===== config.mk =====
export PLATFORM = sky130hd
export DESIGN_NAME = ambient_dimmer_controller_flat
export DESIGN_NICKNAME = d
export VERILOG_FILES = /design/src/rtl/core/adc_pkg.sv /design/src/rtl/core/adc_item_if.sv /design/src/rtl/core/adc_result_if.sv /design/src/rtl/core/adc_cfg_if.sv /design/src/rtl/core/ambient_dimmer_controller.sv /design/src/flat_wrapper.sv
export VERILOG_INCLUDE_DIRS = /design/src /design/src/rtl/core
export SDC_FILE = /design/constraint.sdc
export NUM_CORES = 1
export LEC_CHECK = 0
export ABC_AREA = 1
export ABC_CLOCK_PERIOD_IN_PS = 4400
export BUFFER_PORTS_ARGS = -buffer_cell sky130_fd_sc_hd__buf_2
export CAP_MARGIN = 20
export CORE_ASPECT_RATIO = 1.75
export CORE_UTILIZATION = 40
export CTS_CLUSTER_DIAMETER = 120
export DETAILED_ROUTE_END_ITERATION = 8
export GPL_TIMING_DRIVEN = 0
export PLACE_DENSITY = 0.69
export SLEW_MARGIN = 5
export SYNTH_ARGS = -nofsm -noshare
export SYNTH_HDL_FRONTEND = slang
export SYNTH_SLANG_ARGS = --single-unit
export TNS_END_PERCENT = 10

===== constraint.sdc =====
create_clock -name clk -period 4.4 [get_ports clk]
set_input_delay 0.44 -clock clk [delete_from_list [all_inputs] [get_ports clk]]
set_output_delay 0.44 -clock clk [all_outputs]
set_load 0.02 [all_outputs]

===== src/rtl/core/ambient_dimmer_controller_macros.svh =====
// ---------------------------------------------------------------------------
// Ambient dimmer controller assertion macros
// Shorthand for the clocked, reset-qualified checks of the dimmer design.
// ---------------------------------------------------------------------------
`ifndef AMBIENT_DIMMER_CONTROLLER_MACROS_SVH
`define AMBIENT_DIMMER_CONTROLLER_MACROS_SVH

// Same-cycle implication, checked on every rising clock edge out of reset.
`define ADC_ASSERT_NOW(label, ante, cons, msg) \
	label: assert property (@(posedge clk) disable iff (!arst_n) (ante) |-> (cons)) \
		else $error(msg);

// Next-cycle implication, checked on every rising clock edge out of reset.
`define ADC_ASSERT_NEXT(label, ante, cons, msg) \
	label: assert property (@(posedge clk) disable iff (!arst_n) (ante) |=> (cons)) \
		else $error(msg);

`endif


===== src/rtl/core/adc_pkg.sv =====
`timescale 1ns / 1ps
// ---------------------------------------------------------------------------
// Ambient dimmer controller package
// Item types, level constants and the ambient light band lookup.
// ---------------------------------------------------------------------------
package adc_pkg;

	typedef logic [3:0] level_t;

	typedef struct packed {
		logic       mode_press;
		logic       down_press;
		logic       up_press;
		logic       sample_valid;
		logic [7:0] ambient_level;
		logic       presence;
	} item_t;

	typedef struct packed {
		logic   lamp_on;
		level_t level_now;
		logic   in_auto;
		logic   absent_off;
	} result_t;

	typedef struct packed {
		logic   hit;
		level_t level;
	} band_t;

	localparam level_t LevelOff = 4'd0;
	localparam level_t LevelMax = 4'd9;

	localparam logic [7:0] DarkBelow   = 8'd60;
	localparam logic [7:0] BandLo0     = 8'd66;
	localparam logic [7:0] BandWidth   = 8'd16;
	localparam logic [7:0] BandStep    = 8'd22;
	localparam logic [7:0] BrightAbove = 8'd242;
	localparam int         NumBands    = 8;

	localparam logic [15:0] AbsenceLimitReset = 16'd60000;
	localparam logic [16:0] CountMax          = 17'h1FFFF;

	// Maps an ambient reading to a level. Readings in the gaps between bands
	// report no hit, so the caller keeps its current level.
	function automatic band_t band_lookup(input logic [7:0] v);
		band_t      r;
		logic [7:0] lo;
		r.hit   = 1'b0;
		r.level = LevelOff;
		if (v < DarkBelow) begin
			r.hit   = 1'b1;
			r.level = LevelMax;
		end
		if (v > BrightAbove) begin
			r.hit   = 1'b1;
			r.level = LevelOff;
		end
		for (int k = 0; k < NumBands; k++) begin
			lo = 8'(BandLo0 + BandStep * k);
			if (v > lo && v < 8'(lo + BandWidth)) begin
				r.hit   = 1'b1;
				r.level = 4'(NumBands - k);
			end
		end
		return r;
	endfunction

endpackage


===== src/rtl/core/adc_item_if.sv =====
`timescale 1ns / 1ps
// ---------------------------------------------------------------------------
// Dimmer input item channel
// One tick of key presses, ambient sample and presence with valid/ready.
// ---------------------------------------------------------------------------
interface adc_item_if;
	logic       valid;
	logic       ready;
	logic       mode_press;
	logic       down_press;
	logic       up_press;
	logic       sample_valid;
	logic [7:0] ambient_level;
	logic       presence;

	modport source (
		output valid, mode_press, down_press, up_press, sample_valid, ambient_level, presence,
		input  ready
	);
	modport sink (
		input  valid, mode_press, down_press, up_press, sample_valid, ambient_level, presence,
		output ready
	);
endinterface


===== src/rtl/core/adc_result_if.sv =====
`timescale 1ns / 1ps
// ---------------------------------------------------------------------------
// Dimmer result item channel
// Lamp drive, level, mode and absence status with valid/ready.
// ---------------------------------------------------------------------------
interface adc_result_if;
	logic       valid;
	logic       ready;
	logic       lamp_on;
	logic [3:0] level_now;
	logic       in_auto;
	logic       absent_off;

	modport source (
		output valid, lamp_on, level_now, in_auto, absent_off,
		input  ready
	);
	modport sink (
		input  valid, lamp_on, level_now, in_auto, absent_off,
		output ready
	);
endinterface


===== src/rtl/core/adc_cfg_if.sv =====
`timescale 1ns / 1ps
// ---------------------------------------------------------------------------
// Dimmer configuration write channel
// Carries the absence limit write data with valid/ready.
// ---------------------------------------------------------------------------
interface adc_cfg_if;
	logic        valid;
	logic        ready;
	logic [15:0] data;

	modport source (output valid, data, input ready);
	modport sink   (input valid, data, output ready);
endinterface


===== src/rtl/core/ambient_dimmer_controller.sv =====
`timescale 1ns / 1ps
// An item is taken into the input register when accepted; when the input stage advances,
// its result is written into the result register and shown on the result port.
// Throughput is one item per clock while the result port is not stalled, bounded by the
// combinational state update between the two registers. Reset (arst_n low, asynchronous)
// clears both stages, sets auto mode, level 0, PWM phase 0, absence count 0, lamp off,
// and loads the absence limit with 60000. The block takes items right after reset.
// ---------------------------------------------------------------------------
// Ambient dimmer controller
// Auto/manual lamp level control with a PWM lamp drive and an absence timeout.
// ---------------------------------------------------------------------------
`include "ambient_dimmer_controller_macros.svh"

module ambient_dimmer_controller import adc_pkg::*; #(
	parameter int PWM_SLOTS = 10
) (
	input  logic clk,
	input  logic arst_n,
	adc_cfg_if.sink      cfg,
	adc_item_if.sink     item,
	adc_result_if.source result
);

	// The phase counter holds 0 .. PWM_SLOTS-1. The increment is one bit wider
	// so that it can reach PWM_SLOTS before it wraps.
	localparam int PhaseW = $clog2(PWM_SLOTS);
	localparam int CmpW   = (PhaseW > 4) ? PhaseW : 4;
	localparam logic [PhaseW:0] SlotCount = (PhaseW + 1)'(PWM_SLOTS);

	// Configuration register. Writes must arrive only while the block is idle (the block
	// itself does not enforce this); the port is always ready.
	logic [15:0] absence_limit_q;

	// Input stage.
	logic  valid_s1;
	item_t item_s1;

	// Result register.
	logic    out_valid_q;
	result_t out_q;

	// Controller state.
	level_t              brightness_q;
	logic                manual_q;
	logic [PhaseW-1:0]   phase_q;
	logic [16:0]         count_q;
	logic                drive_q;

	// Next-state values for the item in the input stage.
	level_t              level_n;
	logic                manual_n;
	logic [PhaseW-1:0]   phase_n;
	logic [PhaseW:0]     phase_inc;
	logic [16:0]         count_n;
	logic [16:0]         limit_ext;
	logic                drive_n;
	band_t               band;
	item_t               item_in;

	// The input stage hands its item on whenever the result register is empty
	// or being drained this cycle. That keeps a new item flowing every clock
	// while the result port takes each finished result that waits downstream.
	logic advance;

	assign cfg.ready = 1'b1;

	assign advance    = valid_s1 && (!out_valid_q || result.ready);
	assign item.ready = !valid_s1 || advance;

	assign item_in.mode_press    = item.mode_press;
	assign item_in.down_press    = item.down_press;
	assign item_in.up_press      = item.up_press;
	assign item_in.sample_valid  = item.sample_valid;
	assign item_in.ambient_level = item.ambient_level;
	assign item_in.presence      = item.presence;

	assign result.valid      = out_valid_q;
	assign result.lamp_on    = out_q.lamp_on;
	assign result.level_now  = out_q.level_now;
	assign result.in_auto    = out_q.in_auto;
	assign result.absent_off = out_q.absent_off;

	assign band      = band_lookup(item_s1.ambient_level);
	assign limit_ext = {1'b0, absence_limit_q};

	// One tick of the controller, in the order the behavior defines: mode key,
	// manual steps or auto band map, presence, absence clamp, absence count,
	// and finally the PWM phase and lamp drive.
	always_comb begin
		manual_n = manual_q ^ item_s1.mode_press;
		level_n  = brightness_q;

		// Returning to auto mode applies a valid sample right away.
		if (item_s1.mode_press && !manual_n && item_s1.sample_valid && band.hit) begin
			level_n = band.level;
		end

		if (manual_n) begin
			if (item_s1.down_press && level_n != LevelOff) begin
				level_n = level_n - 4'd1;
			end
			if (item_s1.up_press && level_n != LevelMax) begin
				level_n = level_n + 4'd1;
			end
		end else if (count_q < limit_ext && item_s1.sample_valid && band.hit) begin
			level_n = band.level;
		end

		count_n = item_s1.presence ? 17'd0 : count_q;

		// Past the limit the level is forced off and the count held at the
		// limit, so that the increment of an auto tick pushes it past again.
		if (count_n > limit_ext) begin
			count_n = limit_ext;
			level_n = LevelOff;
		end

		if (!manual_n && count_n != CountMax) begin
			count_n = count_n + 17'd1;
		end

		// The drive turns on at the wrap of the phase unless the level is off, and
		// off when the phase meets the level. Full level never turns off.
		drive_n   = drive_q;
		phase_inc = {1'b0, phase_q} + (PhaseW + 1)'(1);
		if (phase_inc >= SlotCount) begin
			phase_n = '0;
			if (level_n != LevelOff) begin
				drive_n = 1'b1;
			end
		end else begin
			phase_n = phase_inc[PhaseW-1:0];
		end
		if (CmpW'(phase_n) == CmpW'(level_n) && level_n != LevelMax) begin
			drive_n = 1'b0;
		end
	end

	always_ff @(posedge clk or negedge arst_n) begin
		if (!arst_n) begin
			absence_limit_q <= AbsenceLimitReset;
			valid_s1        <= 1'b0;
			out_valid_q     <= 1'b0;
			brightness_q    <= LevelOff;
			manual_q        <= 1'b0;
			phase_q         <= '0;
			count_q         <= '0;
			drive_q         <= 1'b0;
		end else begin
			if (cfg.valid) begin
				absence_limit_q <= cfg.data;
			end
			if (item.ready) begin
				valid_s1 <= item.valid;
			end
			if (advance) begin
				out_valid_q  <= 1'b1;
				brightness_q <= level_n;
				manual_q     <= manual_n;
				phase_q      <= phase_n;
				count_q      <= count_n;
				drive_q      <= drive_n;
			end else if (result.ready) begin
				out_valid_q <= 1'b0;
			end
		end
	end

	// Payload registers carry no reset; their valid bits guard them.
	always_ff @(posedge clk) begin
		if (item.valid && item.ready) begin
			item_s1 <= item_in;
		end
		if (advance) begin
			out_q.lamp_on    <= drive_n;
			out_q.level_now  <= level_n;
			out_q.in_auto    <= !manual_n;
			out_q.absent_off <= (count_n > limit_ext);
		end
	end

	// An item that leaves the input stage must appear as a result next cycle.
	`ADC_ASSERT_NEXT(a_advance_to_result, advance, result.valid, "item lost between stages")
	// An empty input stage must always take an item.
	`ADC_ASSERT_NOW(a_ready_when_empty, !valid_s1, item.ready, "input stalled while empty")
	// The level never leaves its range.
	`ADC_ASSERT_NOW(a_level_range, 1'b1, brightness_q <= LevelMax, "level out of range")
	// The phase counter stays below the slot count.
	`ADC_ASSERT_NOW(a_phase_range, 1'b1, {1'b0, phase_q} < SlotCount, "PWM phase out of range")

endmodule


===== src/flat_wrapper.sv =====
// flat-port wrapper written by rule: the top's interface ports become plain ports
module ambient_dimmer_controller_flat import adc_pkg::*;
#(
	parameter int PWM_SLOTS = 10
)
  (clk, arst_n, cfg_valid, cfg_data, cfg_ready, item_valid, item_mode_press, item_down_press, item_up_press, item_sample_valid, item_ambient_level, item_presence, item_ready, result_valid, result_lamp_on, result_level_now, result_in_auto, result_absent_off, result_ready);
  adc_cfg_if cfg_i ();
  adc_item_if item_i ();
  adc_result_if result_i ();
  input  logic clk;
  input  logic arst_n;
  input wire logic [$bits(cfg_i.valid)-1:0] cfg_valid;
  input wire logic [$bits(cfg_i.data)-1:0] cfg_data;
  output wire logic [$bits(cfg_i.ready)-1:0] cfg_ready;
  input wire logic [$bits(item_i.valid)-1:0] item_valid;
  input wire logic [$bits(item_i.mode_press)-1:0] item_mode_press;
  input wire logic [$bits(item_i.down_press)-1:0] item_down_press;
  input wire logic [$bits(item_i.up_press)-1:0] item_up_press;
  input wire logic [$bits(item_i.sample_valid)-1:0] item_sample_valid;
  input wire logic [$bits(item_i.ambient_level)-1:0] item_ambient_level;
  input wire logic [$bits(item_i.presence)-1:0] item_presence;
  output wire logic [$bits(item_i.ready)-1:0] item_ready;
  output wire logic [$bits(result_i.valid)-1:0] result_valid;
  output wire logic [$bits(result_i.lamp_on)-1:0] result_lamp_on;
  output wire logic [$bits(result_i.level_now)-1:0] result_level_now;
  output wire logic [$bits(result_i.in_auto)-1:0] result_in_auto;
  output wire logic [$bits(result_i.absent_off)-1:0] result_absent_off;
  input wire logic [$bits(result_i.ready)-1:0] result_ready;
  assign cfg_i.valid = cfg_valid;
  assign cfg_i.data = cfg_data;
  assign cfg_ready = cfg_i.ready;
  assign item_i.valid = item_valid;
  assign item_i.mode_press = item_mode_press;
  assign item_i.down_press = item_down_press;
  assign item_i.up_press = item_up_press;
  assign item_i.sample_valid = item_sample_valid;
  assign item_i.ambient_level = item_ambient_level;
  assign item_i.presence = item_presence;
  assign item_ready = item_i.ready;
  assign result_valid = result_i.valid;
  assign result_lamp_on = result_i.lamp_on;
  assign result_level_now = result_i.level_now;
  assign result_in_auto = result_i.in_auto;
  assign result_absent_off = result_i.absent_off;
  assign result_i.ready = result_ready;
  ambient_dimmer_controller #(.PWM_SLOTS(PWM_SLOTS)) u_core (.clk(clk), .arst_n(arst_n), .cfg(cfg_i), .item(item_i), .result(result_i));
endmodule

==> results.md, run 1 <==
- Outcome: finished with violations
- Violated checks: setup timing
- Vias: 5291
- Critical Path Max Stage Delay: 0.43 ns
- Vias per inst: 5.24
- Core Box Area: 0.0134 sq mm
- Worst-Margin Slew: 0.698 ns
- FF+latch area: 0.00174 sq mm
- Avg Inst Size Synth: 7.22 sq um
- Seq pwr share: 23.3%
- Share of cells above drive strength 1: 25.2%
- DR WL/cell: 15.5 um
- Dpl hpwl: 11400 um
- Root Driver: clkbuf_16
- Hold WC Path Type: in2async
- Routed Antenna Nets: 0
- Total power: 3.95 mW
- Worst skew pair latency: 0.34 ns
- Cell-internal power: 2.12 mW
- Largest net degree at the start of global routing: 46
- Main area contributors after synthesis: dfrtp_1 (17%), nand2_1 (13%), ha_1 (12%)
- Max-Slew Margin vs Limit: 53.4%
- Starting Density: 40.9%
- First-pass GRT wire length: 25300 um
- Routed WL: 15600 um
- Yosys top cell area share: 17.4%
- Vias in the first global route: 5351
- Critical path arrival: 5.06 ns
- Die Area: 0.0142 sq mm
- Ant. Diodes: 0
- Unrepaired setup endpoints after global routing: yes
- Pleak: 3.30 nW
- Kind of critical path: reg2reg
- CTS tree: built
- Final setup viols: 1
- Async SR Flop Fraction: 69.2%
- Setup crit end kind: register
- Initial antenna violation count: 0
- Inserted Clock Buffers: 9
- DRT iter0 DRCs: 267
- Comb pwr share: 57.4%
- GRT Util Overall: 23.0%
- Clock power frac: 19.2%
- Slowest CP cell: nor4_4
- Critical Path RT: 4.49 ns
- Peak supply drop: 0.000239 V
- Buffer depth of the longest clock path: 2
- Yosys reg bits: 65
- Crit path time final: 4.97 ns
- Multi-input gate area: 0.00352 sq mm
- Post-Synthesis Cells: 757
- Ys flop type: dfrtp_1
- GRT overflow: 0
- Final worst-path cycle share: 113%
- Post-Syn Area: 0.00547 sq mm
- TritonRoute pass-1 iters: 5
- Die Ht: 157 um
- PD cells: 585 mW/mm^2
- Final net count: 919
- Die Wd: 90.4 um
- Sw Share: 46.3%
- Max cap viols: 0
- Critical Path Source Type: register
- Sw power: 1.83 mW
- Crit path max fanout: 7
- Fmax: 201 MHz
- YS warnings: 0
- Area Overhead vs Synth: 23.4%
- CTS sink count: 65
- GP Congestion: 0.934
- Syn Nets: 845
- Hold buffer count at CTS: 0
- Count of pins over their slew limit: 0
- Fillers: 1277
- Post-synth EDFFs: 20
- IO buf count: 42
- H-tree Lvls: 3
- Clk_skew: 0.00792 ns
- Rows: 56
- Setup TNS: -0.569 ns
- Final worst slack: -0.569 ns
- DRC: 0
- Distinct cells, synth: 50
- Synth area leader: dfrtp_1
- Register area share after synthesis: 31.7%
- IO Count: 44
- Worst-path clk slew: 0.06 ns
- Hold Fails Final Rpt: 0
worst paths after layout:
| path | from | end | slack (ns) | cells after the start |
|---|---|---|---|---|
| hold / removal | arst_n | u_core.absence_limit_q[3] | 0.004 | 1 |
| min in group clk | item_ambient_level[3] | u_core.item_s1[4] | 0.27 | 1 |
| setup reg to reg | u_core.item_s1[0] | u_core.result.absent_off | -0.57 | 28 |
| setup / recovery | u_core.item_s1[0] | u_core.result.absent_off | -0.57 | 28 |
| max in group asynchronous | arst_n | u_core.absence_limit_q[11] | 3.82 | 2 |
| hold reg to reg | u_core.drive_q | u_core.drive_q | 0.48 | 2 |
Yosys cell counts, drive strengths merged, types with 2 or more instances:
cell	n
nand2	203
o21a	2
dfstp	7
o31ai	2
a31oi	2
conb	2
a21oi	25
a211oi	2
nand3b	3
clkbuf	8
buf	10
inv	112
nor4	4
dfrtp	38
o21ai	73
nor2	92
xor2	14
edfxtp	20
ha	54
nor3	9
o21bai	5
nand4	11
nand3	50
worst max-delay path, delay by kind of cell, from the launching register on:
| kind | cells | cell delay [ns] |
|---|---|---|
| AO/OA/AOI/OAI | 9 | 1.50 |
| adder cells (fa/ha/maj) | 2 | 0.51 |
| buffers and inverters | 5 | 0.70 |
| flip-flops | 1 | 0.39 |
| AND/OR/NAND/NOR | 12 | 1.61 |
power by group through the flow:
stage,registers [mW],clock network [mW],logic [mW]
after floorplan,0.940,0,1.42
after global placement,0.922,0,1.88
after detailed placement,0.928,0,1.91
after CTS,0.919,0.759,2.10
after global routing,0.941,0.787,2.53
final,0.920,0.759,2.27
placed cells by master (no fill, tap or decap), types with 11 or more instances in the layout:
master	Yosys	layout
buf_4	5	23
a21oi_1	24	17
edfxtp_1	20	20
nand3_1	47	47
clkbuf_16	0	11
nand2_1	183	178
o21ai_0	55	51
nand4_1	11	11
dfrtp_1	38	38
o21ai_1	15	13
ha_1	54	46
nor2_1	78	64
buf_2	3	44
nand2_2	16	19
inv_2	15	16
inv_1	96	93
nor2_2	11	19
timing repair:
action                                 CTS  global route
resized for setup                       50            28
endpoints found under the hold margin    0             0
pin swaps                               14            27
setup endpoints to repair                2             2
buffers inserted                         9            10
gates cloned                             1             0
cell type report:
| cell class | count | share of cell area (%) |
|---|---|---|
| Buffer | 18 | 2.02 |
| Tap cell | 174 | 3.23 |
| Multi-Input combinational cell | 561 | 52.2 |
| Timing Repair Buffer | 63 | 5.91 |
| Clock buffer | 12 | 3.82 |
| Sequential cell | 65 | 25.7 |
| Inverter | 113 | 6.39 |
| Clock inverter | 4 | 0.741 |
through the flow:
step           util [%]  hold slack, ns  instance area, sq um  std cells  setup slack (ns)
5_1_grt            50.4          0.0130                  6750       1010            -0.714
4_1_cts            48.6           0.273                  6500        999            -0.438
6_report           50.4         0.00361                  6750       1010            -0.569
3_3_place_gp       44.1           0.455                  5900        973             -1.40
3_5_place_dp       44.1           0.473                  5900        973             -1.38
2_1_floorplan         -           0.144                  5470        757           0.00139
logic make-up after synthesis:
group / share of synthesized area (%)
compound gates: 12.0
xor+xnor: 2.54
fa+ha+maj: 12.4
buf+inv: 9.72
flops: 31.7
other cells: 0.137
simple gates: 31.5
layer usage:
layer | vias to the layer above | routed length (um) | global-route usage (%)
li1 | 2608 | - | -
met1 | 2509 | 5350 | 20.4
met2 | 115 | 8980 | 46.3
met3 | 59 | 353 | 2.92
met4 | 0 | 927 | 16.6
met5 | - | 0 | 0
registers in the layout, indices dropped and copies added (netlist names), 4 cells and up:
signal                   flops
u_core.count_q              17
u_core.item_s1              13
u_core.brightness_q          4
u_core.absence_limit_q      16
u_core.result.level_now      4
u_core.phase_q               4
(Power assumes the default switching activity.)
==> run 2, diff against run 1 <==
Settings changed: ABC_AREA 1 to 0.
==> results.md, run 2 <==
- Post-synth EDFFs: 20 (unchanged)
- Avg Inst Size Synth: 8.87 sq um (was 7.22 sq um)
- Critical Path Source: u_core.item_s1[0] (unchanged)
- Multi-input gate area: 0.00380 sq mm (was 0.00352 sq mm)
- Reg with most FFs: u_core.count_q (unchanged)
- Final worst-path cycle share: 122% (was 113%)
- Distinct cells, synth: 91 (was 50)
- Top cells by count, synth: nand2_1 (93), ha_1 (54), o21ai_0 (50) (was nand2_1 (183), inv_1 (96), nor2_1 (78))
- Most used cell, CP: o21a_1
- Vias: 5113 (was 5291)
- Setup crit end kind: register (unchanged)
- Max-Slew Margin vs Limit: 31.8% (was 53.4%)
- Violated checks: setup timing (unchanged)
- Slowest CP cell: edfxtp_1 (was nor4_4)
- Routing usage on met3: 2.71% (was 2.92%)
- Syn Nets: 733 (was 845)
- CTS tree: built (unchanged)
- Root Driver: clkbuf_16 (unchanged)
- Gr busiest metal: met2 (unchanged)
- Max cap viols: 0 (unchanged)
- Peak supply drop: 0.000299 V (was 0.000239 V)
- Vias in the first global route: 5363 (was 5351)
- Dpl hpwl: 12400 um (was 11400 um)
- Initial antenna violation count: 0 (unchanged)
- GRT Util Overall: 23.0% (about the same)
- Sw Share: 41.1% (was 46.3%)
- Starting Density: 41.1% (was 40.9%)
- Unrepaired setup endpoints after global routing: yes (unchanged)
- Main area contributors after synthesis: dfrtp_1 (17%), ha_1 (12%), edfxtp_1 (11%) (was dfrtp_1 (17%), nand2_1 (13%), ha_1 (12%))
- Worst skew pair latency: 0.34 ns (about the same)
- TritonRoute pass-1 iters: 5 (unchanged)
- Most frequent cells in the layout: nand2_1 (93), ha_1 (51), o21ai_0 (46), buf_2 (45), inv_1 (39) (was nand2_1 (178), inv_1 (93), nor2_1 (64), o21ai_0 (51), nand3_1 (47))
- First-pass GRT wire length: 26400 um (was 25300 um)
- Crit path time final: 5.38 ns (was 4.97 ns)
- Async SR Flop Fraction: 69.2% (unchanged)
- Area Overhead vs Synth: 19.6% (was 23.4%)
- Routed WL: 16400 um (was 15600 um)
- Worst-Margin Slew: 1.02 ns (was 0.698 ns)
- DRT iter0 DRCs: 302 (was 267)
- Die Wd: 92.4 um (was 90.4 um)
- Fillers: 1306 (was 1277)
- Fmax: 186 MHz (was 201 MHz)
- DR WL/cell: 18.4 um (was 15.5 um)
- Cell-internal power: 1.99 mW (was 2.12 mW)
- Setup TNS: -1.93 ns (was -0.569 ns)
- Crit path max fanout: 10 (was 7)
- Worst-path clk slew: 0.06 ns (about the same)
- Top flop regs: u_core.count_q: 17 flops, u_core.absence_limit_q: 16 flops, u_core.item_s1: 13 flops (unchanged)
- Met1 Use GR: 22.3% (was 20.4%)
- Inserted Clock Buffers: 9 (unchanged)
- DRC: 0 (unchanged)
- Reg2Reg Setup Slack: -0.98 ns (was -0.57 ns)
- PD cells: 495 mW/mm^2 (was 585 mW/mm^2)
- Share of cells above drive strength 1: 23.3% (was 25.2%)
- Hold Fails Final Rpt: 0 (unchanged)
- Final setup viols: 5 (was 1)
- Max reg flops: 17 (unchanged)
- GP Congestion: 0.924 (was 0.934)
- Hold WC Path Type: in2reg (was in2async)
- Die Area: 0.0148 sq mm (was 0.0142 sq mm)
- Yosys reg bits: 65 (unchanged)
- Ys flop type: dfrtp_1 (unchanged)
- Worst Hold Slack: 0.271 ns (was 0.00361 ns)
- Count of pins over their slew limit: 0 (unchanged)
- FF+latch area: 0.00174 sq mm (unchanged)
- Critical path arrival: 5.46 ns (was 5.06 ns)
- Critical Path Max Stage Delay: 0.43 ns (about the same)
- Die Ht: 160 um (was 157 um)
- H-tree Lvls: 3 (unchanged)
- GRT overflow: 0 (unchanged)
- Hold Path Depth: 1
- Reg2Reg Depth: 27 (was 28)
- Final worst slack: -0.977 ns (was -0.569 ns)
- Final net count: 800 (was 919)
- Clock power frac: 23.8% (was 19.2%)
- Outcome: finished with violations (unchanged)
- Critical Path RT: 4.48 ns (was 4.49 ns)
- Worst Min Path Start: item_ambient_level[6]
- Final non-filler cell total: 894 (was 1010)
- Reg-to-reg critical path startpoint: u_core.item_s1[0] (unchanged)
- Largest net degree at the start of global routing: 46 (unchanged)
- Grt met2 use: 43.0% (was 46.3%)
- Pleak: 3.05 nW (was 3.30 nW)
- Clk_skew: 0.00522 ns (was 0.00792 ns)
- Ant. Diodes: 0 (unchanged)
- IO buf count: 42 (unchanged)
- Register area share after synthesis: 30.4% (was 31.7%)
- Comb pwr share: 50.5% (was 57.4%)
- Seq pwr share: 25.7% (was 23.3%)
- Routed Antenna Nets: 0 (unchanged)
- IO Count: 44 (unchanged)
- Rows: 57 (was 56)
- Buffer depth of the longest clock path: 2 (unchanged)
- Synth area leader: dfrtp_1 (unchanged)
- Cell with the most instances after synthesis: nand2_1 (unchanged)
- Post-Syn Area: 0.00572 sq mm (was 0.00547 sq mm)
- YS warnings: 0 (unchanged)
- Vias per inst: 5.72 (was 5.24)
- CTS sink count: 65 (unchanged)
- Post-Synthesis Cells: 645 (was 757)
- Sw power: 1.39 mW (was 1.83 mW)
- Most common cell after layout, fill and taps aside: nand2_1 (unchanged)
- Yosys top cell area share: 16.6% (was 17.4%)
- Core Box Area: 0.0139 sq mm (was 0.0134 sq mm)
- Kind of critical path: reg2reg (unchanged)
- Critical Path Source Type: register (unchanged)
- Placed Cells: 864 (was 973)
## run 2: cell types whose count changed in the layout (fill, tap and decap cells not counted), moves of 19 or more
cell / change
nand2_1: -85
inv_1: -54
nor2_1: -31
nand3_1: -29
xnor2_1: +21
nand2_2: -19
## run 2: repair_timing
item | in CTS | in global routing
endpoints found under the setup margin | 11 | 11
buffers inserted | 10 | 2
resized for setup | 16 | 20
hold buffers | 0 | 1
pin swaps | 4 | 4
endpoints found under the hold margin | 0 | 6
## run 2: logic make-up after synthesis
group,synth area share [%]
AOI/OAI and AO/OA,20.7
xor gates and xnor gates,4.92
adders and majority gates,11.8
buffers and inverters,6.45
DFF,30.4
muxes,4.09
other,0.131
and+or+nand+nor,21.5
## run 2: routing by layer
layer  vias up  wire length, um
li1       2462                -
met1      2430             5680
met2       150             8930
met3        71              566
met4         0             1240
met5         -                0
## run 2: cell type report
cell class	count	area share, %
inverters	40	2.19
multi-input cells	511	55.6
repair buffers	56	4.83
well taps	177	3.24
flip-flops and latches	65	25.4
clock inverters	7	1.48
plain buffers	29	3.99
clock buffers	9	3.29
## run 2: critical path, delay by kind of cell (launching register included)
| family | cells | cell delay [ns] |
|---|---|---|
| buffers and inverters | 4 | 0.64 |
| AO/OA/AOI/OAI | 16 | 2.69 |
| adder cells (fa/ha/maj) | 3 | 0.73 |
| AND/OR/NAND/NOR | 3 | 0.33 |
| flip-flops | 1 | 0.43 |
| multiplexers | 1 | 0.28 |
## run 2: path summary, 6_finish.rpt
| path | end |
|---|---|
| setup / recovery | u_core.result.absent_off |
| hold / removal | u_core.item_s1[7] |
| setup reg to reg | u_core.result.absent_off |
| hold reg to reg | u_core.result.valid |
| max in group asynchronous | u_core.absence_limit_q[5] |
| min in group asynchronous | u_core.phase_q[3] |
## run 2: power by group through the flow
stage,Sequential [mW],Clock (mW),Combinational (mW)
after floorplan,0.883,0,1.20
after global placement,0.872,0,1.55
after detailed placement,0.878,0,1.60
after CTS,0.869,0.810,1.66
after global routing,0.887,0.834,1.87
final,0.872,0.805,1.71
## run 2: metrics by stage
| stage | setup slack, ns | power (mW) | instance area, sq um | util [%] |
|---|---|---|---|---|
| floorplan | -0.629 | 2.08 | 5800 | - |
| global placement | -1.44 | 2.42 | 6230 | 44.8 |
| detailed placement | -1.50 | 2.48 | 6230 | 44.8 |
| CTS | -0.909 | 3.34 | 6730 | 48.4 |
| global route | -1.14 | 3.59 | 6840 | 49.2 |
| finish | -0.977 | 3.39 | 6840 | 49.2 |
